$ cat src/rtl/core/ihwt_ram.sv
// ---------------------------------------------------------------------------
// ihwt_ram
// Generic single-clock RAM, one write port, one read port, registered read.
// ---------------------------------------------------------------------------
module ihwt_ram #(
  parameter int WIDTH = 8,
  parameter int DEPTH = 16
) (
  input  logic                     clk,
  input  logic                     we,
  input  logic [$clog2(DEPTH)-1:0] waddr,
  input  logic [WIDTH-1:0]         wdata,
  input  logic                     re,
  input  logic [$clog2(DEPTH)-1:0] raddr,
  output logic [WIDTH-1:0]         rdata
);

  logic [WIDTH-1:0] mem [DEPTH];
  logic [WIDTH-1:0] rdata_r;

  // Write beat, then registered read
  always_ff @(posedge clk) begin
    if (we) begin
      mem[waddr] <= wdata;
    end
    if (re) begin
      rdata_r <= mem[raddr];
    end
  end

  assign rdata = rdata_r;

endmodule

$ cat config.mk
export PLATFORM = sky130hd
export DESIGN_NAME = ihwt_ram
export DESIGN_NICKNAME = d
export VERILOG_FILES = /design/src/rtl/core/ihwt_ram.sv
export SDC_FILE = /design/constraint.sdc
export NUM_CORES = 1
export LEC_CHECK = 0
export BUFFER_PORTS_ARGS = -buffer_cell sky130_fd_sc_hd__buf_2
export CORE_MARGIN = 2
export CORE_UTILIZATION = 29
export DETAILED_ROUTE_END_ITERATION = 8
export SLEW_MARGIN = 20
export SYNTH_ARGS = -nofsm -noshare
export SYNTH_HDL_FRONTEND = slang
export SYNTH_SLANG_ARGS = --single-unit
$ cat constraint.sdc
create_clock -name clk -period 2 [get_ports clk]
set_clock_uncertainty 0.1 [all_clocks]
set_input_delay 0.1 -clock clk [delete_from_list [all_inputs] [get_ports clk]]
set_output_delay 0.1 -clock clk [all_outputs]
set_load 0.02 [all_outputs]
==> results by group <==
Run status
  – Run status: finished clean

Power and ir drop
  – Comb power frac: between 4 and 5%
  – Clock Power Share: approximately 47%
  – Reg power frac: 47.8%
  – Total power divided by cell area: 1050 nW/µm²
  – Switching Fraction: around 20%
  – VDD IR-drop max: 0.505 mV
  – Pwr Total: 0.00677 W
  – Internal power: between 0.005 and 0.006 W
  – Leak: 2.17 nW
  – Net switching power: about 0.0014 W

Worst setup path
  – Critical Path Sink Type: flip-flop
  – Worst Path Required: roughly 2.1 ns
  – CP arrival: around 1.7 ns
  – Startpoint types: flip-flop
  – Worst setup path class: reg2reg
  – Reg2Reg Depth: 3
  – Worst-path maximum fanout: 1

Place
  – Port bufs: 26
  – Inst Count DP: about 500
  – Placer's final routability congestion estimate: ~0.7
  – Post-DP HPWL: around 7200 µm

Finish
  – Area delta synth->final: 23.6%
  – Number of diodes: 0
  – Sequential Area: around 4100 µm²
  – Multi-input logic area: between 1000 and 1500 µm²
  – Layout Nets: 314
  – Share of layout cells above drive strength 1: approximately a third
  – Post-route insts no fill: about 540
  – Fill count: roughly 1600

Logic synthesis
  – FF+latch count, synth: roughly 140
  – Post-synth top area cell: edfxtp_1
  – Syn Inst Count: around 230
  – Synth warn: 0
  – Syn Area/Cell: approximately 23 µm²
  – Synth area leaders: edfxtp_1 (78%), mux4_2 (7.8%), mux4_1 (7.0%), a22oi_1 (2.3%), nor2_1 (0.93%)
  – Distinct cell type count after synthesis: 18
  – Register area share after synthesis: 78.1%
  – Post-Syn Area: approximately 5200 µm²
  – Syn nets: 248
  – Share of the synthesized area in the top cell type: about four fifths

Clock network
  – Clock sink total: around 140
  – Clock Latency Late Sink: approximately 0.42 ns
  – CTS buffer count: 17
  – H-tree depth: 4
  – Reg clk slew, reported paths: roughly 0.06 ns
  – CTS tree: done
  – Root buf cell: clkbuf_16
  – Max Buffers Root-to-Sink: 2

Global routing
  – Largest net degree at the start of global routing: 28
  – Initial antenna violation count: 0
  – Global-route wire length before repair: around 17000 µm
  – Vias in the first global route: 2642
  – GRT Total Usage: about 12%
  – Total grt overflow: 0

Die
  – Boundary Pins: 27
  – DIE HEIGHT: around 140 µm
  – Die area: about 19000 µm²
  – Initial core utilization: just under 30%
  – Core area: approximately 18000 µm²
  – Num rows: between 40 and 50
  – Die W: between 100 and 150 µm

Timing
  – Unrepaired setup endpoints after global routing: false
  – Final count of hold timing violations: 0
  – Setup_tns: 0 ns
  – Slew HR: 73.3%
  – Actual slew at the worst max-slew pin: between 0.4 and 0.5 ns
  – Setup violations, final: 0
  – Tcrit/Tclk final: 79.8%
  – Pins Over Slew Limit: 0
  – Crit path time final: roughly 1.6 ns
  – Fmax: around 630 MHz

Detailed routing
  – DRC Markers: 0
  – Detail Route Antenna Nets: 0
  – Drt first pass iters: 4
  – Routed vias/inst: roughly 4.8
  – Via count: roughly 2600
  – WL/cell: between 20 and 25 µm
  – 1st-iter DRT viols: 228
  – WL final: 10900 µm

Flow run
  – Max-Cap Viols: 0

Worst hold path
  – Hold WC Path Type: in2reg
  – Hold Path Cell Cnt: 3
-- synthesized netlist by cell type, drive strengths merged --
cell type	number
clkdlybuf4s25	3
mux4	32
and2b	1
edfxtp	136
nand3	1
or3b	1
buf	7
nand3b	2
and2	1
nand2	9
nor2b	1
nor2	13
nand2b	2
a22oi	16
nor3	4
-- worst paths after layout --
check	from	to	slack, ns
min reg2reg	mem[7][0]	rdata[0]	0.65
max	mem[9][1]	rdata[1]	0.40
min	waddr[1]	mem[4][4]	0.17
max reg2reg	mem[9][1]	rdata[1]	0.40
-- timing repair --
| action | in CTS | in global routing |
|---|---|---|
| hold buffers | 9 | 0 |
| gates resized for setup | 0 | 0 |
| endpoints found under the hold margin | 136 | 0 |
| setup buffers | 0 | 0 |
-- routing by layer --
layer  wire length (µm)  vias up  global-route usage [%]
met1               4930     1343                    17.0
met3                749       19                    3.81
met5                  0        -                       0
li1                   -     1114                       -
met4                170        0                    5.05
met2               5100       79                    17.7
-- power by group through the flow --
stage / Sequential [W] / Clock (W) / Combinational (W)
detailed placement: 0.00330 / 0 / 0.000325
global placement: 0.00329 / 0 / 0.000316
floorplan: 0.00330 / 0 / 0.000162
global route: 0.00324 / 0.00339 / 0.000362
CTS: 0.00324 / 0.00325 / 0.000339
finish: 0.00323 / 0.00320 / 0.000335
-- state kept, by name, indices dropped and copies added (netlist names) --
register / flops
rdata: 8
mem: 128
-- kinds of logic (layout without fill, tap and decap cells) --
family,Yosys count,in the layout,share of synthesized area (%)
DFF,136,136,78.1
and+or+nand+nor,35,35,3.14
muxes,32,32,14.8
AOI/OAI and AO/OA,16,16,2.30
buffers and inverters,10,89,1.65
-- critical path, stage by stage, from the launching register on --
cell      delay (ns)
edfxtp_1        0.35
mux4_1          0.51
a22oi_1         0.29
nand2_1         0.08
-- cells in the final DEF (no fill, tap or decap) --
master	instances
buf_12	3
nand2b_1	2
buf_2	26
dlygate4sd3_1	9
bufinv_16	4
clkbuf_16	17
nor2b_1	1
and2_1	1
edfxtp_1	136
clkinv_4	1
or3b_2	1
clkinv_1	2
a22oi_1	16
nand3b_1	2
clkinvlp_4	3
mux4_1	14
buf_4	19
nor3_1	4
mux4_2	18
nor2_1	13
nand3_1	1
and2b_1	1
nand2_1	9
clkinv_2	5
-- stage by stage --
step	hold WS (ns)	util, %	worst slack (ns)	instance area [µm²]
2_1_floorplan	0.0989	-	0.307	5230
3_5_place_dp	0.384	32.3	0.197	5760
6_report	0.166	36.2	0.403	6460
5_1_grt	0.159	36.2	0.317	6460
3_3_place_gp	0.386	32.3	0.185	5760
4_1_cts	0.139	36.2	0.385	6460
-- layout make-up --
class,instances,share of cell area [%]
well taps,229,4.44
clock inverters,15,2.85
multi-input cells,83,16.4
repair buffers,57,6.55
clock buffers,17,6.59
flip-flops and latches,136,63.2
(Power assumes the default switching activity.)
