===== src/rtl/core/ihwt_pkg.sv =====
// ---------------------------------------------------------------------------
// ihwt_pkg
// Sizes, command and status codes and shared types of the weight table.
// ---------------------------------------------------------------------------
package ihwt_pkg;

  // Table geometry and number formats
  localparam int MAX_BINS    = 1024;
  localparam int COUNT_BITS  = 24;
  localparam int FRAC_BITS   = 16;
  localparam int IDX_BITS    = $clog2(MAX_BINS);
  localparam int FILL_BITS   = $clog2(MAX_BINS + 1);
  localparam int TOTAL_BITS  = COUNT_BITS + IDX_BITS;
  localparam int WEIGHT_BITS = FRAC_BITS + 1;
  localparam int STEP_BITS   = $clog2(WEIGHT_BITS + 1);

  // Fixed port field widths
  localparam int CMD_BITS       = 2;
  localparam int STATUS_BITS    = 2;
  localparam int IN_COUNT_BITS  = 24;
  localparam int IN_INDEX_BITS  = 10;

  // Command codes
  localparam logic [CMD_BITS-1:0] CMD_CLEAR  = 2'd0;
  localparam logic [CMD_BITS-1:0] CMD_APPEND = 2'd1;
  localparam logic [CMD_BITS-1:0] CMD_READ   = 2'd2;

  // Status codes
  localparam logic [STATUS_BITS-1:0] ST_OK    = 2'd0;
  localparam logic [STATUS_BITS-1:0] ST_FULL  = 2'd1;
  localparam logic [STATUS_BITS-1:0] ST_RANGE = 2'd2;

  // Weight of 1.0 in the output format
  localparam logic [WEIGHT_BITS-1:0] WEIGHT_ONE = WEIGHT_BITS'(1) << FRAC_BITS;

  // Divider status towards the sequencer
  typedef struct packed {
    logic busy;
    logic done;
  } div_status_t;

endpackage


===== src/rtl/core/ihwt_div.sv =====
// ---------------------------------------------------------------------------
// ihwt_div
// Restoring divider: (smallest << FRAC_BITS) / divisor, one quotient bit a cycle.
// ---------------------------------------------------------------------------
module ihwt_div (
  input  logic                                clk,
  input  logic                                rst_n,
  input  logic                                start,
  input  logic [ihwt_pkg::COUNT_BITS-1:0]     smallest,
  input  logic [ihwt_pkg::TOTAL_BITS-1:0]     divisor,
  output ihwt_pkg::div_status_t               status,
  output logic [ihwt_pkg::WEIGHT_BITS-1:0]    quotient
);

  logic [ihwt_pkg::TOTAL_BITS-1:0]  rem_r;
  logic [ihwt_pkg::TOTAL_BITS-1:0]  dvs_r;
  logic [ihwt_pkg::WEIGHT_BITS-1:0] quo_r;
  logic [ihwt_pkg::STEP_BITS-1:0]   step_r;
  logic                             shin_r;
  logic                             busy_r;
  logic                             done_r;

  logic [ihwt_pkg::TOTAL_BITS:0]    trial;
  logic [ihwt_pkg::TOTAL_BITS:0]    diff;
  logic                             fits;

  // Shift in the next numerator bit and trial-subtract the divisor
  always_comb begin
    trial = {rem_r, shin_r};
    diff  = trial - {1'b0, dvs_r};
    fits  = (trial >= {1'b0, dvs_r});
  end

  // Control: start loads, then one step per cycle until the last quotient bit
  always_ff @(posedge clk) begin
    if (!rst_n) begin
      busy_r <= 1'b0;
      done_r <= 1'b0;
      step_r <= '0;
    end else begin
      done_r <= 1'b0;
      if (start) begin
        busy_r <= 1'b1;
        step_r <= '0;
      end else if (busy_r) begin
        step_r <= step_r + 1'b1;
        if (step_r == ihwt_pkg::STEP_BITS'(ihwt_pkg::WEIGHT_BITS - 1)) begin
          busy_r <= 1'b0;
          done_r <= 1'b1;
        end
      end
    end
  end

  // Datapath: high numerator bits seed the remainder, low bit and zeros follow
  always_ff @(posedge clk) begin
    if (start) begin
      rem_r  <= ihwt_pkg::TOTAL_BITS'({1'b0, smallest[ihwt_pkg::COUNT_BITS-1:1]});
      shin_r <= smallest[0];
      dvs_r  <= divisor;
    end else if (busy_r) begin
      rem_r  <= fits ? diff[ihwt_pkg::TOTAL_BITS-1:0] : trial[ihwt_pkg::TOTAL_BITS-1:0];
      quo_r  <= {quo_r[ihwt_pkg::WEIGHT_BITS-2:0], fits};
      shin_r <= 1'b0;
    end
  end

  assign status.busy = busy_r;
  assign status.done = done_r;
  assign quotient    = quo_r;

endmodule


===== config.mk =====
export PLATFORM = sky130hd
export DESIGN_NAME = ihwt_div
export DESIGN_NICKNAME = d
export VERILOG_FILES = /design/src/rtl/core/ihwt_pkg.sv /design/src/rtl/core/ihwt_div.sv
export SDC_FILE = /design/constraint.sdc
export NUM_CORES = 1
export LEC_CHECK = 0
export BUFFER_PORTS_ARGS = -buffer_cell sky130_fd_sc_hd__buf_2
export CAP_MARGIN = 30
export CORE_MARGIN = 2
export CORE_UTILIZATION = 58
export DETAILED_ROUTE_END_ITERATION = 7
export PLACE_DENSITY_LB_ADDON = 0.25
export SYNTH_ARGS = -nofsm -noshare
export SYNTH_HDL_FRONTEND = slang
export SYNTH_SLANG_ARGS = --single-unit

===== constraint.sdc =====
create_clock -name clk -period 3.85 [get_ports clk]
set_clock_uncertainty 0.2 [all_clocks]
set_input_delay 0.1925 -clock clk [delete_from_list [all_inputs] [get_ports clk]]
set_output_delay 0.1925 -clock clk [all_outputs]
set_load 0.005 [all_outputs]

==> results_dict.tcl, run 1 <==
set metrics [dict create \
    hpwlAfterDp_um 9180 \
    antenna_found_initial 0 \
    wl_per_cell_um 16.1 \
    rrSetupSlack_ns 0.39 \
    cts_root_buf "clkbuf_8" \
    grt_max_degree 38 \
    postRouteAntennaNets 0 \
    start_util_pct 58.8 \
    drt-total-wl_um 13200 \
    hold_class "in -> reg" \
    htreeDepth 3 \
    fin_crit_sh_pct 90.0 \
    postSynthAreaPerCell_um2 10.2 \
    cp.required_ns 3.78 \
    tns_ns 0 \
    drv_slew 0 \
    viasPerCell 5.62 \
    status "finished, final reports clean" \
    grt_setup_unrepaired "no" \
    die_x_um 103 \
    final_nets 779 \
    drive_above_1_share_pct 16.0 \
    syn-cell-area_mm2 0.00564 \
    firstDrtPassIters 5 \
    grt_pass1_wl_um 20900 \
    post-place-ws_ns 0.464 \
    fin_crit_ns 3.46 \
    row_count 36 \
    hold_viol_final 0 \
    powerDensity_mw_per_mm2 407 \
    cts_setup_buffers 0 \
    tightest_slew_ns 0.735 \
    num_vias 4605 \
    max-slew-margin-rel_pct 50.9 \
    yosys_register_bits 93 \
    cts_buffers 9 \
    synth_edf_count 75 \
    num_antenna_cells 0 \
    drt_drc_violations_left 0 \
    clkLatencyLatePin_ns 0.40 \
    ff_latch_area_mm2 0.00261 \
    vdd_drop_max_v 0.000321 \
    gp_congestion 0.890 \
    max_freq_mhz 289 \
    grt.total_usage_pct 26.2 \
    critical_path.max_fanout 27 \
    syn_inst 551 \
    crit_arrival_ns 3.39 \
    yosysWarnings 0 \
    core-area_mm2 0.00959 \
    yosysSeqAreaShare_pct 46.3 \
    worstSetupEndpointType "register" \
    drtIter0Drc 215 \
    cp-start-kind "register" \
    path_clk_slew_ns 0.11 \
    grt_pass1_vias 4477 \
    fillCellCount 714 \
    ctsResizeCount 0 \
    post-route-util_pct 72.0 \
    clockBufferDepth 2 \
    cts_tree "done" \
    multi_input_area_mm2 0.00272 \
    timing.final.ws_setup_ns 0.386 \
    holdBufCountCts 59 \
    synth.net_count 649 \
    grt_overflow 0 \
    synth_ff_type "edfxtp_1" \
    clock_sinks 93 \
    io_pins 80 \
    chipHeight_um 103 \
    timing.setup.critical_path_class "reg -> reg" \
    finalSetupViolCount 0 \
    portBuffers 79 \
    yosysUniqueCellTypes 61 \
    async_reset_ff_share_pct 0 \
    maxCapViolCount 0 \
    p_leak_nw 2.89 \
    areaGrowthSynthToFinish_pct 22.4 \
    dieArea_mm2 0.0105 \
]
==> layer usage <==
metal / share of wire (%) / track usage, % / wire (um)
met3: 5.6 / 7.39 / 736
met4: 1.6 / 8.21 / 205
met2: 49 / 44.5 / 6400
met1: 44 / 32.3 / 5820
met5: 0 / 0 / 0
==> final cells by class <==
cell class / count / share of cell area (%)
tap: 133 / 2.41
sequential: 93 / 37.8
multi-input combinational: 388 / 39.3
clock inverter: 7 / 0.924
inverter: 47 / 2.63
clock buffer: 9 / 1.79
timing repair buffer: 142 / 15.1
==> synth_stat cells, types with 2 or more instances <==
master     n  area share, %
a21o_1    11            1.5
dfxtp_1   18            6.4
a21boi_0   2           0.27
xnor2_1   20            3.1
inv_1     46            3.1
nor2_1    48            3.2
o21a_1     4           0.53
mux2i_1   27            4.8
o32ai_1    2           0.31
clkbuf_1  11           0.73
nand2_1   33            2.2
and4_1     4           0.62
nand4_2    2           0.44
edfxtp_1  75             40
a221oi_1   2           0.31
nor3b_1    2           0.27
buf_2      5           0.44
a211o_1    2           0.31
a211oi_1  12            1.6
a32oi_1    5           0.78
nor4_1     3           0.33
o211ai_1   3           0.40
and2_1     4           0.44
o21ai_1    5           0.44
a31oi_1    3           0.33
o21ai_0   23            2.0
nand2b_1   3           0.33
nand3_1    5           0.44
o21bai_1   8            1.1
a21oi_1   55            4.9
xor2_1    13            2.0
nand4_1    9            1.0
nor2b_1    5           0.55
ha_1      36            8.0
buf_12     2           0.71
and3_1     5           0.55
clkbuf_2   2           0.18
or3_1      6           0.67
nor3_1     7           0.62
buf_4      2           0.27
==> metrics by stage <==
step / cells / total power [mW] / instance area, um2 / hold WS [ns]
final: 819 / 2.81 / 6910 / 0.0385
after global routing: 819 / 2.98 / 6910 / 0.0221
after CTS: 819 / 2.82 / 6910 / 0.0208
after detailed placement: 744 / 2.13 / 6130 / 0.171
after global placement: 742 / 2.10 / 6090 / 0.169
after floorplan: 551 / 1.92 / 5640 / 0.0914
==> power by group <==
group / leakage [nW] / internal, mW / switching, mW
Combinational: 1.92 / 0.411 / 0.526
Clock: 0.0956 / 0.250 / 0.397
Sequential: 0.875 / 1.18 / 0.0474
==> sequential cells by signal (all words and copies together) (netlist names) <==
register	count
shin_r	1
dvs_r	34
busy_r	1
quotient	17
done_r	1
rem_r	34
step_r	5
==> kinds of logic (layout without fill, tap and decap cells) <==
| kind of cell | after synthesis | count (layout) | synth area share [%] |
|---|---|---|---|
| AO/OA/AOI/OAI | 149 | 149 | 17.2 |
| AND/OR/NAND/NOR | 141 | 141 | 12.5 |
| flip-flops | 93 | 93 | 46.3 |
| buffers and inverters | 70 | 205 | 5.61 |
| adder cells (fa/ha/maj) | 37 | 37 | 8.34 |
| XOR/XNOR | 33 | 33 | 5.12 |
| multiplexers | 28 | 28 | 4.99 |
==> worst paths after layout <==
kind	start	endpoint	cells after the start
worst max register to register	rem_r[7]	rem_r[17]	10
worst max-delay path	rem_r[7]	rem_r[17]	10
worst min-delay path	start	dvs_r[33]	1
worst min register to register	quotient[4]	quotient[5]	0
==> cell usage in the layout (no fill, tap or decap), types with 6 or more instances in the layout <==
| master | instances |
|---|---|
| nor3_1 | 7 |
| clkbuf_8 | 9 |
| xor2_1 | 13 |
| mux2i_1 | 27 |
| dfxtp_1 | 18 |
| a211oi_1 | 12 |
| dlygate4sd3_1 | 59 |
| xnor2_1 | 20 |
| o21ai_0 | 23 |
| buf_2 | 79 |
| nor2_1 | 48 |
| a21oi_1 | 55 |
| a21o_1 | 11 |
| o21bai_1 | 8 |
| edfxtp_1 | 75 |
| ha_1 | 36 |
| nand4_1 | 9 |
| or3_1 | 6 |
| inv_1 | 46 |
| nand2_1 | 33 |
==> worst max-delay path, cell delays in order, from the launching register on <==
cell and delay [ns]:
edfxtp_1 0.42, ha_1 0.46, nand4_2 0.20, nor4_1 0.30, o21ai_1 0.13, o221ai_2 0.20
nand4_2 0.17, o311a_4 0.44, clkinv_4 0.29, mux2i_1 0.29, o21ai_0 0.10
Note: power is estimated with default switching activity, not from simulation.
==> run 2, diff against run 1 <==
--- a/config.mk
+++ b/config.mk
@@ -10,7 +10,7 @@
 export CORE_MARGIN = 2
 export CORE_UTILIZATION = 58
 export DETAILED_ROUTE_END_ITERATION = 7
-export PLACE_DENSITY_LB_ADDON = 0.25
+export PLACE_DENSITY = 0.81
 export SYNTH_ARGS = -nofsm -noshare
 export SYNTH_HDL_FRONTEND = slang
 export SYNTH_SLANG_ARGS = --single-unit
==> results_dict.tcl, run 2 (same netlist as run 1, synthesis figures left out) <==
set metrics [dict create \
    hold_class "in -> reg" \
    startpoint "shin_r" \
    die_x_um 103 \
    firstDrtPassIters 4 \
    num_antenna_cells 0 \
    instances_no_fill 819 \
    areaGrowthSynthToFinish_pct 22.3 \
    start_util_pct 58.8 \
    switching_share_pct 33.5 \
    hpwlAfterDp_um 9070 \
    drt_drc_violations_left 0 \
    maxCapViolCount 0 \
    pwr-share-seq_pct 43.8 \
    grt_overflow 0 \
    timing.setup.critical_path_class "reg -> reg" \
    crit_arrival_ns 3.53 \
    final_cell_mix "79 x buf_2, 75 x edfxtp_1, 59 x dlygate4sd3_1" \
    grt.total_usage_pct 27.1 \
    p_int_mw 1.87 \
    drv_slew 0 \
    cts_buffers 9 \
    post-place-ws_ns 0.477 \
    cp-start-kind "register" \
    clkLatencyLatePin_ns 0.39 \
    worstSetupEndpointType "register" \
    fin_crit_ns 3.43 \
    cts_tree "done" \
    tns_ns 0 \
    hold_viol_final 0 \
    post_dp_cell_area_mm2 0.00613 \
    p_leak_nw 2.89 \
    antenna_found_initial 0 \
    chipHeight_um 103 \
    crit-reg2reg-capture "rem_r[32]" \
    p_switching_mw 0.941 \
    status "finished, final reports clean" \
    cp.required_ns 3.95 \
    drive_above_1_share_pct 15.7 \
    critical_path.max_fanout 5 \
    grt_setup_unrepaired "no" \
    grt_max_degree 37 \
    gp_congestion 0.910 \
    multi_input_area_mm2 0.00272 \
    portBuffers 79 \
    num_vias 4647 \
    powerDensity_mw_per_mm2 407 \
    design_area_mm2 0.00691 \
    drt-total-wl_um 13400 \
    grt_pass1_wl_um 21700 \
    fillCellCount 714 \
    row_count 36 \
    finalSetupViolCount 0 \
    tightest_slew_ns 0.682 \
    htreeDepth 3 \
    path_clk_slew_ns 0.10 \
    r2r_cells 12 \
    holdWs_ns 0.0579 \
    drtIter0Drc 164 \
    finalPower_mw 2.81 \
    holdBufCountCts 59 \
    final_common_cell "buf_2" \
    clkPwrFrac_pct 22.7 \
    postRouteAntennaNets 0 \
    post-route-util_pct 72.0 \
    clockBufferDepth 2 \
    dp.cells 744 \
    viasPerCell 5.67 \
    cts_root_buf "clkbuf_8" \
    max_freq_mhz 291 \
    clock_sinks 93 \
    r2r_start "shin_r" \
    fin_crit_sh_pct 89.1 \
    critical_path.endpoint "rem_r[32]" \
    ctsResizeCount 0 \
    io_pins 80 \
    cts_setup_buffers 0 \
    final_nets 779 \
    max-slew-margin-rel_pct 54.5 \
    ff_latch_area_mm2 0.00261 \
    vdd_drop_max_v 0.000341 \
    dieArea_mm2 0.0105 \
    pwr-share-comb_pct 33.4 \
    grt_pass1_vias 4617 \
    timing.final.ws_setup_ns 0.418 \
    rrSetupSlack_ns 0.42 \
    core-area_mm2 0.00959 \
    wl_per_cell_um 16.3 \
]
## run 2: worst min-delay path by stage
stage / startpoint / endpoint / slack [ns] / cells after the start
3_3_place_gp: divisor[15] / dvs_r[15] / 0.17 / 1
2_1_floorplan: divisor[0] / dvs_r[0] / 0.09 / 0
6_report: start / dvs_r[33] / 0.06 / 1
3_5_place_dp: divisor[28] / dvs_r[28] / 0.17 / 1
4_1_cts: start / dvs_r[33] / 0.02 / 1
5_1_grt: start / dvs_r[33] / 0.04 / 1
## run 2: worst max-delay path: stages (launching register included)
cell and delay, ns:
edfxtp_1 0.40, inv_1 0.09, ha_1 0.15, inv_1 0.06
fa_1 0.43, a21o_1 0.23, a221oi_2 0.43, o22a_1 0.34
a211oi_1 0.12, a2111oi_2 0.39, xnor2_1 0.16, mux2i_1 0.09
a211oi_1 0.25
## run 2: power groups by stage
| stage | registers, mW | clock network, mW | logic (mW) |
|---|---|---|---|
| 2_1_floorplan | 1.23 | 0 | 0.688 |
| 3_3_place_gp | 1.25 | 0 | 0.845 |
| 3_5_place_dp | 1.25 | 0 | 0.876 |
| 4_1_cts | 1.23 | 0.663 | 0.927 |
| 5_1_grt | 1.24 | 0.692 | 1.04 |
| 6_report | 1.23 | 0.639 | 0.941 |
## run 2: final cells by class
cell class | count | share of cell area, %
Clock buffer | 12 | 2.26
Clock inverter | 4 | 0.399
Inverter | 47 | 2.63
Multi-Input combinational cell | 388 | 39.4
Sequential cell | 93 | 37.8
Tap cell | 133 | 2.41
Timing Repair Buffer | 142 | 15.1
## run 2: per-layer routing
metal  vias up  GRT usage, %  wire, um
met3        17          7.59       679
met1      2205          33.4      5850
li1       2284             -         -
met4         0          7.49       206
met5         -             0         0
met2       141          46.7      6630
